--- src/rtl/core/lfga_pkg.sv ---
// ----------------------------------------------------------------------------
// Lowest free gate allocator package
// Shared constants and types for the allocator core and its sub-blocks.
// ----------------------------------------------------------------------------
`default_nettype none

package lfga_pkg;

    // Parameter defaults for the top level.
    localparam int NUM_GATES_DEF = 16;
    localparam int TIME_BITS_DEF = 32;

    // Fixed field widths on the stream and configuration ports.
    localparam int FIELD_TIME_W = 32;
    localparam int GATE_NUM_W   = 5;
    localparam int COUNT_W      = 16;
    localparam int CFG_W        = 5;
    localparam int IN_DATA_W    = 64;
    localparam int OUT_DATA_W   = 24;

    // Reset value of the gates-in-use register and the count ceiling.
    localparam logic [CFG_W-1:0]   GATES_RESET = 5'd16;
    localparam logic [COUNT_W-1:0] COUNT_MAX   = 16'hFFFF;

    // Result of the lowest-free search.
    typedef struct packed {
        logic                  found;
        logic [GATE_NUM_W-1:0] number;
    } t_pick;

endpackage

`default_nettype wire

--- src/rtl/core/lfga_gate_bank.sv ---
// ----------------------------------------------------------------------------
// Gate bank
// Holds busy flags and leave times, releases expired gates for the current
// request and records the granted gate.
// ----------------------------------------------------------------------------
`default_nettype none

module lfga_gate_bank #(
    parameter int NUM_GATES = lfga_pkg::NUM_GATES_DEF,
    parameter int TIME_BITS = lfga_pkg::TIME_BITS_DEF
) (
    input  wire logic                         i_clk,
    input  wire logic                         i_rst_n,
    input  wire logic                         i_step,
    input  wire logic [TIME_BITS-1:0]         i_arrive,
    input  wire logic [TIME_BITS-1:0]         i_leave,
    input  wire logic [lfga_pkg::CFG_W-1:0]   i_gates_in_use,
    input  wire logic [NUM_GATES-1:0]         i_grant,
    output logic      [NUM_GATES-1:0]         o_avail
);

    logic [NUM_GATES-1:0] r_busy;
    logic [NUM_GATES-1:0] n_busy;
    logic [TIME_BITS-1:0] r_leave [NUM_GATES];
    logic [NUM_GATES-1:0] w_busy_now;
    logic [NUM_GATES-1:0] w_elig;

    // Release every busy gate whose leave time is below the arrival time,
    // and mark which gates fall inside the configured limit.
    always_comb begin
        for (int g = 0; g < NUM_GATES; g++) begin
            w_busy_now[g] = r_busy[g] && !(r_leave[g] < i_arrive);
            w_elig[g]     = (g < int'(i_gates_in_use));
        end
        o_avail = ~w_busy_now & w_elig;
        n_busy  = w_busy_now | i_grant;
    end

    // Busy flags update on every processed request.
    always_ff @(posedge i_clk) begin
        if (!i_rst_n) begin
            r_busy <= '0;
        end else if (i_step) begin
            r_busy <= n_busy;
        end
    end

    // Leave time of the granted gate.
    always_ff @(posedge i_clk) begin
        if (i_step) begin
            for (int g = 0; g < NUM_GATES; g++) begin
                if (i_grant[g]) begin
                    r_leave[g] <= i_leave;
                end
            end
        end
    end

    // A granted gate is busy after the update.
    a_grant_sets_busy: assert property (@(posedge i_clk) disable iff (!i_rst_n)
        i_step |=> ((r_busy & $past(i_grant)) == $past(i_grant)))
        else $error("granted gate not marked busy");

    // A gate only turns busy through a grant.
    a_busy_rise_from_grant: assert property (@(posedge i_clk) disable iff (!i_rst_n)
        $past(i_rst_n) |-> ((r_busy & ~$past(r_busy) & ~$past(i_grant)) == '0))
        else $error("gate turned busy without a grant");

    // Without a request the busy flags hold.
    a_busy_hold_idle: assert property (@(posedge i_clk) disable iff (!i_rst_n)
        !i_step |=> (r_busy == $past(r_busy)))
        else $error("busy flags changed while idle");

endmodule

`default_nettype wire

--- src/rtl/core/lfga_pick.sv ---
// ----------------------------------------------------------------------------
// Lowest free gate picker
// Finds the lowest available gate and returns it one-hot and as a number.
// ----------------------------------------------------------------------------
`default_nettype none

module lfga_pick #(
    parameter int NUM_GATES = lfga_pkg::NUM_GATES_DEF
) (
    input  wire logic [NUM_GATES-1:0] i_avail,
    output logic      [NUM_GATES-1:0] o_grant,
    output lfga_pkg::t_pick           o_pick
);

    localparam int NUM_W = lfga_pkg::GATE_NUM_W;

    logic [NUM_W-1:0] w_num;

    // Isolate the lowest set bit, then encode it as a gate number from 1.
    always_comb begin
        o_grant = i_avail & (~i_avail + NUM_GATES'(1));
        w_num   = '0;
        for (int g = 0; g < NUM_GATES; g++) begin
            if (o_grant[g]) begin
                w_num = w_num | NUM_W'(g + 1);
            end
        end
        o_pick.found  = |i_avail;
        o_pick.number = w_num;
    end

endmodule

`default_nettype wire

--- src/rtl/core/lowest_free_gate_allocator_top.sv ---
// A word in the input register passes the gate search into the result register when that
// register is free. Throughput: one request word per cycle while results are taken; the gate
// search is a single compare and priority-encode pass between the two registers.
// Reset (synchronous, active low) frees every gate, clears the accepted count and
// sets gates_in_use to 16; leave times are not cleared.
// ----------------------------------------------------------------------------
// Lowest free gate allocator, top level
// Assigns each request the lowest free gate and keeps a saturating count of
// placed requests.
// ----------------------------------------------------------------------------
`default_nettype none

module lowest_free_gate_allocator_top #(
    parameter int NUM_GATES = lfga_pkg::NUM_GATES_DEF,
    parameter int TIME_BITS = lfga_pkg::TIME_BITS_DEF
) (
    input  wire logic                              i_clk,
    input  wire logic                              i_rst_n,
    // Configuration: gates_in_use
    input  wire logic                              i_cfg_we,
    input  wire logic [lfga_pkg::CFG_W-1:0]        i_cfg_wdata,
    // Request stream
    input  wire logic                              i_s_tvalid,
    output logic                                   o_s_tready,
    // Fields from bit 0: arrive_time[31:0], leave_time[63:32]
    input  wire logic [lfga_pkg::IN_DATA_W-1:0]    i_s_tdata,
    // Result stream
    output logic                                   o_m_tvalid,
    input  wire logic                              i_m_tready,
    // Fields from bit 0: placed[0], gate_number[5:1], accepted_total[21:6], zero pad
    output logic      [lfga_pkg::OUT_DATA_W-1:0]   o_m_tdata
);

    localparam int FW = lfga_pkg::FIELD_TIME_W;
    localparam int NW = lfga_pkg::GATE_NUM_W;
    localparam int CW = lfga_pkg::COUNT_W;

    logic [lfga_pkg::CFG_W-1:0] r_gates;
    logic                       r_in_valid;
    logic [TIME_BITS-1:0]       r_arrive;
    logic [TIME_BITS-1:0]       r_leave;
    logic                       r_out_valid;
    logic                       r_out_placed;
    logic [NW-1:0]              r_out_gate;
    logic [CW-1:0]              r_count;
    logic [CW-1:0]              n_count;

    logic                       w_adv;
    logic                       w_step;
    logic                       w_s_accept;
    logic [FW+TIME_BITS-1:0]    w_arrive_ext;
    logic [FW+TIME_BITS-1:0]    w_leave_ext;
    logic [NUM_GATES-1:0]       w_avail;
    logic [NUM_GATES-1:0]       w_grant;
    lfga_pkg::t_pick            w_pick;

    // Handshake: the result register frees when empty or taken.
    assign w_adv      = !r_out_valid || i_m_tready;
    assign w_step     = r_in_valid && w_adv;
    assign o_s_tready = !r_in_valid || w_adv;
    assign w_s_accept = i_s_tvalid && o_s_tready;

    // Times are taken in their low TIME_BITS bits.
    assign w_arrive_ext = {{TIME_BITS{1'b0}}, i_s_tdata[FW-1:0]};
    assign w_leave_ext  = {{TIME_BITS{1'b0}}, i_s_tdata[2*FW-1:FW]};

    // Configuration register.
    always_ff @(posedge i_clk) begin
        if (!i_rst_n) begin
            r_gates <= lfga_pkg::GATES_RESET;
        end else if (i_cfg_we) begin
            r_gates <= i_cfg_wdata;
        end
    end

    // Input register.
    always_ff @(posedge i_clk) begin
        if (!i_rst_n) begin
            r_in_valid <= 1'b0;
        end else if (w_s_accept) begin
            r_in_valid <= 1'b1;
        end else if (w_step) begin
            r_in_valid <= 1'b0;
        end
    end

    always_ff @(posedge i_clk) begin
        if (w_s_accept) begin
            r_arrive <= w_arrive_ext[TIME_BITS-1:0];
            r_leave  <= w_leave_ext[TIME_BITS-1:0];
        end
    end

    // Gate state and release logic.
    lfga_gate_bank #(
        .NUM_GATES (NUM_GATES),
        .TIME_BITS (TIME_BITS)
    ) u_bank (
        .i_clk          (i_clk),
        .i_rst_n        (i_rst_n),
        .i_step         (w_step),
        .i_arrive       (r_arrive),
        .i_leave        (r_leave),
        .i_gates_in_use (r_gates),
        .i_grant        (w_grant),
        .o_avail        (w_avail)
    );

    // Lowest free gate search.
    lfga_pick #(
        .NUM_GATES (NUM_GATES)
    ) u_pick (
        .i_avail (w_avail),
        .o_grant (w_grant),
        .o_pick  (w_pick)
    );

    // Saturating count of placed requests.
    assign n_count = (w_pick.found && (r_count != lfga_pkg::COUNT_MAX)) ?
                     r_count + CW'(1) : r_count;

    always_ff @(posedge i_clk) begin
        if (!i_rst_n) begin
            r_count <= '0;
        end else if (w_step) begin
            r_count <= n_count;
        end
    end

    // Result register.
    always_ff @(posedge i_clk) begin
        if (!i_rst_n) begin
            r_out_valid <= 1'b0;
        end else if (w_step) begin
            r_out_valid <= 1'b1;
        end else if (i_m_tready) begin
            r_out_valid <= 1'b0;
        end
    end

    always_ff @(posedge i_clk) begin
        if (w_step) begin
            r_out_placed <= w_pick.found;
            r_out_gate   <= w_pick.number;
        end
    end

    assign o_m_tvalid = r_out_valid;
    assign o_m_tdata  = {{(lfga_pkg::OUT_DATA_W - CW - NW - 1){1'b0}},
                         r_count, r_out_gate, r_out_placed};

    // At most one gate is granted per request.
    a_grant_onehot: assert property (@(posedge i_clk) disable iff (!i_rst_n)
        $onehot0(w_grant))
        else $error("more than one gate granted");

    // The accepted count never goes down outside reset.
    a_count_monotonic: assert property (@(posedge i_clk) disable iff (!i_rst_n)
        $past(i_rst_n) |-> (r_count >= $past(r_count)))
        else $error("accepted count decreased");

    // A placed result carries a gate number, a rejected one reports gate 0.
    a_placed_gate: assert property (@(posedge i_clk) disable iff (!i_rst_n)
        r_out_valid |-> ((NUM_GATES > 31) || (r_out_placed == (r_out_gate != '0))))
        else $error("placed flag and gate number disagree");

endmodule

`default_nettype wire
--- config.mk ---
export PLATFORM = sky130hd
export DESIGN_NAME = lowest_free_gate_allocator_top
export DESIGN_NICKNAME = d
export VERILOG_FILES = /design/src/rtl/core/lfga_pkg.sv /design/src/rtl/core/lfga_gate_bank.sv /design/src/rtl/core/lfga_pick.sv /design/src/rtl/core/lowest_free_gate_allocator_top.sv
export SDC_FILE = /design/constraint.sdc
export NUM_CORES = 1
export LEC_CHECK = 0
export BUFFER_PORTS_ARGS = -buffer_cell sky130_fd_sc_hd__buf_2
export CAP_MARGIN = 20
export CORE_MARGIN = 2
export CORE_UTILIZATION = 33
export CTS_CLUSTER_DIAMETER = 100
export DETAILED_ROUTE_END_ITERATION = 10
export RECOVER_POWER = 100
export SETUP_SLACK_MARGIN = 0.05
export SLEW_MARGIN = 20
export SYNTH_ARGS = -nofsm -noshare
export SYNTH_HDL_FRONTEND = slang
export SYNTH_SLANG_ARGS = --single-unit
--- constraint.sdc ---
create_clock -name i_clk -period 6.9 [get_ports i_clk]
set_input_delay 1.38 -clock i_clk [delete_from_list [all_inputs] [get_ports i_clk]]
set_output_delay 1.38 -clock i_clk [all_outputs]
set_load 0.01 [all_outputs]
# Word level (Yosys, flattened, before mapping)
# Memories as Yosys holds them, arrays and structs flattened.
# Cells that the tools add are included.
[totals]
elab_cells = 221
mem_count = 1
ram_bits = 512
out_inout_bits = 26
register_bits = 109
input_bits = 74
[op_classes]
n_reduce_logical = 58
bitwise_logic = 5
addsub = 2
n_mux = 112
n_eq_ne = 1
magnitude_cmp = 32
[memory_table]
columns = ["name", "depth", "word_bits", "read_ports", "rd_ports_with_merged_regs", "wr", "line", "text"]
rows = [
  ["u_bank.r_leave", 16, 32, 16, 0, 1, "lfga_gate_bank.sv:24", "logic [TIME_BITS-1:0] r_leave [NUM_GATES];"],
]
[op_table]
columns = ["op", "count"]
rows = [
  ["32-bit < comparator", 16],
  ["32-bit two-way mux", 15],
  ["32-bit OR reduction", 15],
  ["4-bit two-way mux", 23],
  ["1-bit two-way mux", 68],
  ["4-bit by 5-bit < comparator with 1-bit output, first input constant", 8],
  ["16-bit by 1-bit adder with 16-bit output, second input constant", 2],
  ["16-bit bitwise AND", 2],
  ["16-bit inverter", 2],
  ["3-bit by 5-bit < comparator with 1-bit output, first input constant", 4],
  ["1-bit logical AND", 19],
  ["1-bit logical NOT", 18],
  ["16-bit != test, second input constant", 1],
  ["16-bit bitwise OR", 1],
  ["16-bit OR reduction", 1],
  ["3-bit two-way mux", 4],
  ["1-bit by 5-bit < comparator with 1-bit output, first input constant", 2],
  ["2-bit by 5-bit < comparator with 1-bit output, first input constant", 2],
  ["2-bit two-way mux", 2],
  ["2-bit nonzero test", 2],
  ["1-bit logical OR", 2],
  ["2-bit AND reduction", 1],
]

# Depth between registers and ports, before layout
# An unclocked memory read counts as a cell.
[depth]
depth_word = 28
ltp_mapped = 13
depth_no_buf = 12

# Cells and area by module
# A second synthesis with hierarchy kept.
[unflattened]
hier_cells = 2177
area_unflattened_um2 = 30525.5
[modules_own_cells]
columns = ["module", "seq_area_each_um2", "n_inst", "area_each_um2", "cells_per_inst"]
rows = [
  ["lfga_gate_bank", 15695.1, 1, 26862.0, 1912],
  ["lowest_free_gate_allocator_top", 2562.5, 1, 3350.7, 211],
  ["lfga_pick", 0.0, 1, 312.8, 54],
]

# Least setup slack after synthesis
# OpenSTA, ideal clock, no wires.
[synth_path]
path_type = "flip-flop to flip-flop"
from = "reg r_arrive[27]"
to = "mem u_bank.r_leave[1][128] (netlist bit) (enable)"
n_path_buf = 0
t_required_ns = 6.479
arrival_time_ns = 4.089
path_stages_with_launch = 13
slack_ns = 2.390
synth_period_minus_slack_ns = 4.510
setup_time_ns = 0.421
path_cell_list = "edfxtp_1 > inv_1 > ha_1 > nand4_1 > nor4_1 > nand3_1 > o211ai_2 > o32ai_1 > a211oi_1 > nand4_4 > nor2_4 > inv_2 > nor2_1"
[synth_via]
elab_chain_len = 27
elab_cells_between_ends = 146
classes_between = "add/sub: 1; order compare: 16; mux: 78; bitwise: 4; reduce/logical: 47"
[synth_lines]
columns = ["element", "line", "text"]
rows = [
  ["start: declaration", "lowest_free_gate_allocator_top.sv:40", "logic [TIME_BITS-1:0] r_arrive;"],
  ["start signal: assignment", "lowest_free_gate_allocator_top.sv:89", "r_arrive <= w_arrive_ext[TIME_BITS-1:0];"],
  ["32-bit < comparator", "lfga_gate_bank.sv:32", "w_busy_now[g] = r_busy[g] && !(r_leave[g] < i_arrive);"],
  ["1-bit logical NOT", "lfga_gate_bank.sv:32", ""],
  ["1-bit logical AND", "lfga_gate_bank.sv:32", ""],
  ["16-bit inverter *", "lfga_gate_bank.sv:35", "o_avail = ~w_busy_now & w_elig;"],
  ["16-bit bitwise AND *", "lfga_gate_bank.sv:35", ""],
  ["16-bit inverter", "lfga_pick.sv:21", "o_grant = i_avail & (~i_avail + NUM_GATES'(1));"],
  ["16-bit by 1-bit adder with 16-bit output", "lfga_pick.sv:21", ""],
  ["16-bit bitwise AND *", "lfga_pick.sv:21", ""],
  ["1-bit two-way mux", "lfga_gate_bank.sv:52", "if (i_grant[g]) begin"],
  ["1-bit two-way mux", "lfga_gate_bank.sv:50", "if (i_step) begin"],
  ["1-bit two-way mux (not written as such)", "lfga_gate_bank.sv:53", "r_leave[g] <= i_leave;"],
  ["32-bit OR reduction (no line)", "--", ""],
  ["4-bit two-way mux (no line) / 1-bit two-way mux (equally long branches) (15 in a row)", "--", ""],
  ["end: declaration", "lfga_gate_bank.sv:24", ""],
]
# Mark *: on every way between the ends. The rest lies on a longest branch, timed or not.

# Worst setup path after layout
[layout_path]
from = "reg r_arrive[30]"
to = "mem u_bank.r_leave[0][79] (netlist bit) (enable)"
# The elaborated chain is that of the path after synthesis.

==> impl_metrics.env <==
export IMPL_outcome="complete, but fails checks"
export IMPL_failing_checks="capacitance limit, slew limit"
export IMPL_floorplan_die_area_um2=95500
export IMPL_grt_use_total=0.181
export IMPL_cts_buffers=70
export IMPL_worstReg2RegStart="r_arrive[30]"
export IMPL_fin_ws_ns=0.651
export IMPL_ctsLongestPathBuffers=3
export IMPL_synth_avg_cell_area_um2=13.8
export IMPL_worst_slew_margin_rel=-1.02
export IMPL_synthArstFlopShare=0
export IMPL_first_global_vias=20400
export IMPL_timing_critical_path_buf_inv=3
export IMPL_drcViolationCount=0
export IMPL_place_detailed_hpwl_um=58000
export IMPL_nets=2977
export IMPL_vias_per_cell=5.33
export IMPL_synth_top_area_share=0.569
export IMPL_most_common_cell_after_layout_fill_and_taps_aside="edfxtp_1"
export IMPL_critPathTopFamily="simple AND/OR/NAND/NOR gates"
export IMPL_cts_sink_count=621
export IMPL_post_route_cells_drive_above_1_share=0.0833
export IMPL_cts_resized=0
export IMPL_drv_slew=218
export IMPL_cts_tree="done"
export IMPL_clockRootBuffer="clkbuf_16"
export IMPL_grt_setup_unrepaired="no"
export IMPL_wire_per_inst_um=23.4
export IMPL_antennaDiodeCount=0
export IMPL_irDropWorstVdd_mv=0.142
export IMPL_drv_max_cap_violation_count=7
export IMPL_grt_overflow_total=0
export IMPL_num_vias=19700
export IMPL_critical_path_endpoint_category="flip-flop"
export IMPL_synth_seq_area_share=0.595
export IMPL_fillerInstances=8702
export IMPL_multi_input_area_um2=12100
export IMPL_drt_antenna_violating_nets=0
export IMPL_start_util=0.334
export IMPL_timing_critical_path_from_type="flip-flop"
export IMPL_pre_cts_slack_ns=1.26
export IMPL_i_o_pin_count=100
export IMPL_synthFlopType="edfxtp_1"
export IMPL_cts_reportedPaths_clkPinSlew_ns=0.06
export IMPL_clock_insertion_delay_worst_skew_ns=0.61
export IMPL_synthToLayoutAreaGrowth_pct=14.0
export IMPL_synth_area_um2=30700
export IMPL_power_mw=8.39
export IMPL_io_buffers=97
export IMPL_tightestPinTransition_ns=3.03
export IMPL_synthTopCellsByArea="edfxtp_1 57%, ha_1 20%, a21oi_1 3.2%"
export IMPL_final_setup_viol_count=0
export IMPL_die_height_um=309
export IMPL_finalWorstPathRequiredPeriod_ns=6.25
export IMPL_globalplace_congestion=0.915
export IMPL_area_inside_the_core_boundary_um2=91900
export IMPL_hold_crit_class="reg -> reg"
export IMPL_worst_setup_path_startpoint="r_arrive[30]"
export IMPL_synthDominantAreaCellType="edfxtp_1"
export IMPL_crit_type="reg -> reg"
export IMPL_yosysWarningCount=0
export IMPL_power_density_nw_per_um2=240
export IMPL_hold_slack_ns=0.478
export IMPL_detailedRoute_firstIterationViolations=1440
export IMPL_finalHoldViolations=0
export IMPL_p_leak_nw=13.0
export IMPL_layout_area_seq_um2=18300
export IMPL_grt_pass1_wl_um=127000
export IMPL_ys_seq_elements=621
export IMPL_route_final_wire_length_um=86500
export IMPL_cts_repair_timing_setup_buffer_count=0
export IMPL_critPathArrivalTime_ns=6.47
export IMPL_crit_path_top_delay_cell="nor2_2"
export IMPL_fmax_mhz=160
export IMPL_die_outline_width_um=309
export IMPL_cp_slowest_stage_delay_ns=1.46
export IMPL_min_from="u_bank.r_busy[12]"
export IMPL_synth_edf_count=582
export IMPL_dr_pass1_iters=5
export IMPL_worst_ep_required_time_ns=7.12
export IMPL_most_common_layout_cells="582 x edfxtp_1, 497 x ha_1, 195 x a21oi_1"
export IMPL_rows=111
export IMPL_antenna_violations_before_repair=1
export IMPL_clock_skew_ns=0.0307
export IMPL_crit_path_cell_trace="inv_1, buf_4, ha_1, nand4_1, nor4_1, nor3b_1, and2_0, a21oi_1, nor2_1, nand3_1, nor2_2, clkbuf_1"
export IMPL_cts_max_level=3
export IMPL_finalSetupTns_ns=0
export IMPL_worst_path_max_fanout=24
export IMPL_finalCritPeriodShare=0.906
export IMPL_post_synth_num_cell_types=78
export IMPL_post_synth_inst_count=2228
export IMPL_final_core_utilization=0.381
export IMPL_maximum_number_of_pins_on_one_net_before_global_route_repair=65
export IMPL_cts_hold_buffers_added=0
## worst register-to-register path: cells and delay by family, from the launching register on
family / cells / cell delay [ns]
simple gates: 7 / 3.97
compound gates: 1 / 0.09
flops: 1 / 0.39
buf+inv: 3 / 1.18
fa+ha+maj: 1 / 0.23
## state kept, by name, summed over array words and instances, names as in the netlist
| signal | cells |
|---|---|
| o_m_tvalid | 1 |
| r_arrive | 32 |
| r_count | 16 |
| r_gates | 5 |
| r_in_valid | 1 |
| r_leave | 32 |
| r_out_gate | 5 |
| r_out_placed | 1 |
| u_bank.r_busy | 16 |
| u_bank.r_leave | 512 |
## metal layers
layer | GRT usage | part of all wire | vias to the layer above | wire length, um
met1 | 0.225 | 0.42 | 9741 | 36000
met5 | 0 | 0 | - | 0
met3 | 0.0259 | 0.058 | 171 | 4980
li1 | - | - | 9208 | -
met2 | 0.312 | 0.49 | 610 | 42000
met4 | 0.0771 | 0.040 | 0 | 3460
## cell usage after synthesis (12+ instances only)
library cell,n
a21o_1,20
edfxtp_1,582
nor2_1,89
nand4_1,63
ha_1,497
o21ai_0,95
nor3_1,34
and4_1,23
nor4_1,15
nand2_1,166
a211oi_1,25
inv_1,64
o211ai_1,12
o21a_1,19
nand2b_1,27
a21oi_1,195
dfxtp_1,39
nand3_1,48
a221oi_1,15
## power breakdown
| group | internal [mW] | leakage, nW | switching, mW | total (mW) |
|---|---|---|---|---|
| clock network | 2.05 | 1.07 | 1.53 | 3.58 |
| registers | 4.17 | 5.60 | 0.0903 | 4.26 |
| logic | 0.187 | 6.36 | 0.358 | 0.545 |
| total | 6.41 | 13.0 | 1.98 | 8.39 |
## final timing paths
kind	endpoint	slack, ns	depth (start not counted)
setup / recovery	u_bank.r_leave[0][79]	0.65	12
setup reg to reg	u_bank.r_leave[0][79]	0.65	12
hold reg to reg	u_bank.r_busy[12]	0.48	2
hold / removal	u_bank.r_busy[12]	0.48	2
## final cells by class
type	count	area share
Tap cell	1243	0.0444
Sequential cell	621	0.522
Clock inverter	39	0.00812
Clock buffer	88	0.0538
Timing Repair Buffer	126	0.0186
Multi-Input combinational cell	1522	0.346
Inverter	65	0.00697
## metrics by stage
stage,area [um2],cells
6_report,35000,3704
4_1_cts,35100,3702
3_3_place_gp,32900,3573
5_1_grt,35000,3704
3_5_place_dp,32900,3575
2_1_floorplan,30700,2229
## kinds of logic after synthesis
| group | count (synthesis) | share of synthesized area |
|---|---|---|
| flops | 621 | 0.595 |
| simple gates | 528 | 0.0874 |
| fa+ha+maj | 497 | 0.203 |
| compound gates | 485 | 0.101 |
| buf+inv | 86 | 0.0116 |
| mux | 9 | 0.00293 |
| other cells | 1 | 0.000122 |
| xor+xnor | 1 | 0.000285 |
Note: power is estimated with default switching activity, not from simulation.
